===== src/hw/rtl/gld_pkg.sv =====
`timescale 1ns / 1ps
// shared constants, codes and control types of the gif lzw decoder
// no dependencies
package gld_pkg;

    // code and table geometry
    localparam int CODE_BITS           = 12;
    localparam int TABLE_ENTRIES_DEF   = 4096;
    localparam int BIT_BUFFER_BITS_DEF = 32;
    localparam int STACK_SIZE          = 4097;
    localparam int DEPTH_BITS          = 13;
    localparam int FREE_BITS           = 13;

    // item kinds
    localparam logic [1:0] KIND_PUSH    = 2'd0;
    localparam logic [1:0] KIND_PULL    = 2'd1;
    localparam logic [1:0] KIND_RESTART = 2'd2;

    // result status codes
    localparam logic [2:0] ST_OK       = 3'd0;
    localparam logic [2:0] ST_FULL     = 3'd1;
    localparam logic [2:0] ST_STARVED  = 3'd2;
    localparam logic [2:0] ST_END      = 3'd3;
    localparam logic [2:0] ST_CIRCULAR = 3'd4;

    localparam logic [3:0] MIN_SIZE_RESET = 4'd8;

    // outcome of one decode step
    typedef enum logic [2:0] {
        DEC_STARVED,
        DEC_END,
        DEC_CLEAR,
        DEC_FIRST,
        DEC_WALK
    } gld_dec_t;

    // controller to datapath
    typedef struct packed {
        logic accept;
        logic pop;
        logic dec_step;
        logic walk_ex;
        logic finish;
        logic load_out;
    } gld_cmd_t;

    // datapath to controller
    typedef struct packed {
        logic     stk_empty;
        gld_dec_t dec;
        logic     walk_more;
        logic     walk_circ;
        logic     out_free;
    } gld_stat_t;

endpackage


===== src/hw/rtl/gld_ctrl.sv =====
`timescale 1ns / 1ps
// sequencer of the gif lzw decoder: accept, pop, decode, chain walk, respond
// depends on gld_pkg
module gld_ctrl (
    input  logic                clk,
    input  logic                rst_n,
    input  logic                in_valid,
    input  logic [1:0]          in_kind,
    output logic                in_ready,
    input  gld_pkg::gld_stat_t  stat,
    output gld_pkg::gld_cmd_t   cmd
);
    import gld_pkg::*;

    localparam logic [2:0] S_IDLE = 3'd0;
    localparam logic [2:0] S_POP  = 3'd1;
    localparam logic [2:0] S_DEC  = 3'd2;
    localparam logic [2:0] S_WRD  = 3'd3;
    localparam logic [2:0] S_WEX  = 3'd4;
    localparam logic [2:0] S_FIN  = 3'd5;
    localparam logic [2:0] S_RESP = 3'd6;

    logic [2:0] state_reg;
    logic [2:0] state_next;

    // next state and commands
    always_comb
    begin
        state_next = state_reg;
        cmd        = '0;
        in_ready   = 1'b0;
        case (state_reg)
            S_IDLE:
            begin
                in_ready = 1'b1;
                if (in_valid)
                begin
                    cmd.accept = 1'b1;
                    if (in_kind == KIND_PULL)
                        state_next = stat.stk_empty ? S_DEC : S_POP;
                    else
                        state_next = S_RESP;
                end
            end
            S_POP:
            begin
                cmd.pop    = 1'b1;
                state_next = S_RESP;
            end
            S_DEC:
            begin
                cmd.dec_step = 1'b1;
                case (stat.dec)
                    DEC_CLEAR: state_next = S_DEC;
                    DEC_WALK:  state_next = S_WRD;
                    default:   state_next = S_RESP;
                endcase
            end
            S_WRD:
            begin
                // table read of the current chain link is issued here
                state_next = stat.walk_more ? S_WEX : S_FIN;
            end
            S_WEX:
            begin
                cmd.walk_ex = 1'b1;
                state_next  = stat.walk_circ ? S_RESP : S_WRD;
            end
            S_FIN:
            begin
                cmd.finish = 1'b1;
                state_next = S_RESP;
            end
            S_RESP:
            begin
                if (stat.out_free)
                begin
                    cmd.load_out = 1'b1;
                    state_next   = S_IDLE;
                end
            end
            default:
            begin
                state_next = S_IDLE;
            end
        endcase
    end

    // state register
    always_ff @(posedge clk or negedge rst_n)
    begin
        if (!rst_n)
            state_reg <= S_IDLE;
        else
            state_reg <= state_next;
    end

endmodule


===== config.mk =====
export PLATFORM = sky130hd
export DESIGN_NAME = gld_ctrl
export DESIGN_NICKNAME = d
export VERILOG_FILES = /design/src/hw/rtl/gld_pkg.sv /design/src/hw/rtl/gld_ctrl.sv
export SDC_FILE = /design/constraint.sdc
export NUM_CORES = 1
export LEC_CHECK = 0
export ABC_AREA = 1
export BUFFER_PORTS_ARGS = -buffer_cell sky130_fd_sc_hd__buf_2
export CAP_MARGIN = 30
export CORE_AREA = 2 2 39 41
export CTS_CLUSTER_DIAMETER = 40
export DETAILED_ROUTE_END_ITERATION = 10
export DIE_AREA = 0 0 41 43
export SLEW_MARGIN = 40
export SYNTH_ARGS = -nofsm -noshare
export SYNTH_HDL_FRONTEND = slang
export SYNTH_SLANG_ARGS = --single-unit
export TNS_END_PERCENT = 50

===== constraint.sdc =====
create_clock -name clk -period 2.2 [get_ports clk]
set_input_delay 0.44 -clock clk [delete_from_list [all_inputs] [get_ports clk]]
set_output_delay 0.44 -clock clk [all_outputs]
set_load 0.01 [all_outputs]

==> flow_summary.yaml <==
cells_and_area:
  regArea_um2: 75.1
  antenna_cells: 0
  drive_gt1_share_pct: 41.0
  fin_util_pct: 34.0
  nets: 91
  area_delta_synth_final_pct: 41.9
  fillers: 164
  largest_reg_flops: 3
  multi_input_area_um2: 188
sta:
  fin_skew_ns: 0.00237
  timing.final.ws_setup_ns: 0.593
  fmax_mhz: 622
  slew_violations: 0
  worstMarginPinSlew_ns: 0.302
  finalHoldViolCount: 0
  fin_crit_sh_pct: 73.0
  fin_crit_ns: 1.61
  slew_headroom_pct: 79.8
  rsz0062_at_grt: "no"
  fin_tns_setup_ns: 0
  setup_viol: 0
placement:
  place_hpwl_um: 583
  portBuffers: 18
  gp_congestion: 0.680
  pre_cts_slack_ns: 0.827
synthesis:
  syn_area_um2: 332
  synth-async-reset-ratio_pct: 100
  ys_seq_area_share_pct: 22.6
  syn-num-nets: 68
  yosysTopAreaCell: "dfrtp_1"
  synth.distinct_cells: 16
  synthMostInstantiatedCell: "nand2_1"
  synth_enable_flop_cells: 0
  syn_area_per_cell_um2: 5.92
  synthCells: 56
  ys_ff_latch: 3
  ys_top_cells_by_count: "nand2_1 (18), nor2_1 (8), inv_1 (6), inv_2 (4), nand3_1 (4)"
  yosysTopAreaCellShare_pct: 22.6
  synth_flop_cell: "dfrtp_1"
  synth_area_leaders: "dfrtp_1 (23%), nand2_1 (20%), nor2_1 (9.1%), inv_1 (6.8%), nand3_1 (6.0%)"
  yosysWarnings: 0
setup_path:
  critPathArrivalTime_ns: 1.17
  crit_required_ns: 1.76
  ff2ff_setup_slack_ns: 1.09
  r2r-end: "state_reg[0]"
  criticalPathCategory: "reg2out"
  endpoint_kind: "primary output"
  crit_fanout: 8
  r2r-start: "state_reg[0]"
  startpoint: "state_reg[0]"
  reg2reg_depth: 7
  cp-start-kind: "flop"
pwr:
  p_sw_mw: 0.266
  p_comb_share_pct: 56.7
  p_leak_nw: 0.298
  swShare_pct: 49.0
  ir_drop_mv: 0.257
  power_frac_clock_pct: 17.9
  powerDensity_nw_per_um2: 1150
  pwr-share-seq_pct: 25.4
  power.internal_mw: 0.276
  fin_total_pwr_mw: 0.542
routing:
  vias: 375
  drc: 0
  routedWlPerCell_um: 6.94
  drtPass1Iterations: 1
  drt-total-wl_um: 652
  wl_met1_um: 252
  drt_iter0_markers: 0
  route.met2.wl_um: 338
  maxUsedRoutingLayer: "met4"
  final_antenna_net_count: 0
  wl_met3_um: 40
  viasPerCell: 3.99
run:
  cap_violations: 0
clock_network:
  htree_num_levels: 1
  cts_max_path_buffers: 2
  post_cts_resized: 0
  cts.sinks: 3
  cts_setup_buffers: 0
  cts_tree: "yes"
  clock_tree.root_cell: "clkbuf_4"
  ctsHoldBuffers: 1
  cts_buffers: 3
  clk_pin_slew_ns: 0.04
  clk_latency_ns: 0.23
die:
  die_w_um: 41
  die_height_um: 43
  start_util_pct: 24.0
  rows: 14
  core-area_um2: 1380
  io_pins: 19
  dieArea_um2: 1760
grt:
  grt_pass1_wl_um: 1060
  grt_usage_pct: 8.96
  grt_max_degree: 9
  grt_pass1_vias: 327
  antenna_found_initial: 0
  overflow: 0
min_path:
  hp-class: "in2async"
run_status:
  outcome: "completed"
[cell type report]
type / instances / area share [%]
multi-input cells: 39 / 39.9
repair buffers: 19 / 21.3
flip-flops and latches: 3 / 16.0
inverters: 13 / 13.0
clock buffers: 4 / 5.59
well taps: 16 / 4.26
[critical path: stages, from the launching register on]
cell and delay [ns]:
dfrtp_1 0.47, nor2_2 0.16, nand2_1 0.09, nor2_1 0.08, buf_2 0.13
[how the worst max path moves through the flow]
stage | endpoint | slack [ns] | cells after the start
6_report | cmd[5] | 0.59 | 4
3_3_place_gp | cmd[5] | 0.83 | 4
5_1_grt | cmd[5] | 0.47 | 4
4_1_cts | cmd[5] | 0.58 | 4
3_5_place_dp | cmd[0] | 0.83 | 4
2_1_floorplan | cmd[5] | 0.89 | 4
[metrics by stage]
step / hold WS, ns / std cells / area, um^2
CTS: 0.522 / 94 / 470
floorplan: 0.144 / 56 / 332
finish: 0.526 / 94 / 470
global route: 0.550 / 94 / 470
detailed placement: 0.236 / 89 / 434
global placement: 0.235 / 89 / 434
[kinds of logic after synthesis]
family	Yosys count	share of synthesized area, %
buffers and inverters	14	20.8
flip-flops	3	22.6
AND/OR/NAND/NOR	38	55.1
AO/OA/AOI/OAI	1	1.51
[power by group through the flow]
stage / logic (mW) / registers (mW) / clock network (mW)
detailed placement: 0.312 / 0.139 / 0
finish: 0.308 / 0.138 / 0.0968
global route: 0.364 / 0.143 / 0.102
CTS: 0.314 / 0.138 / 0.0992
global placement: 0.311 / 0.141 / 0
floorplan: 0.253 / 0.115 / 0
[layout by cell type (no fill, tap or decap), types with 2 or more instances in the layout]
cell type / synthesis / routed
nand2_1: 18 / 18
buf_2: 0 / 18
nor2_1: 8 / 8
inv_1: 6 / 6
inv_2: 4 / 4
nand3_1: 4 / 4
clkbuf_4: 1 / 3
dfrtp_1: 3 / 3
nor3_2: 2 / 2
clkinv_1: 2 / 2
nand3_2: 2 / 2
[layer usage]
layer	vias up	global-route usage (%)
met1	152	8.77
met5	-	0
met2	11	15.6
li1	210	-
met3	2	1.57
met4	0	6.00
Note: power is estimated with default switching activity, not from simulation.
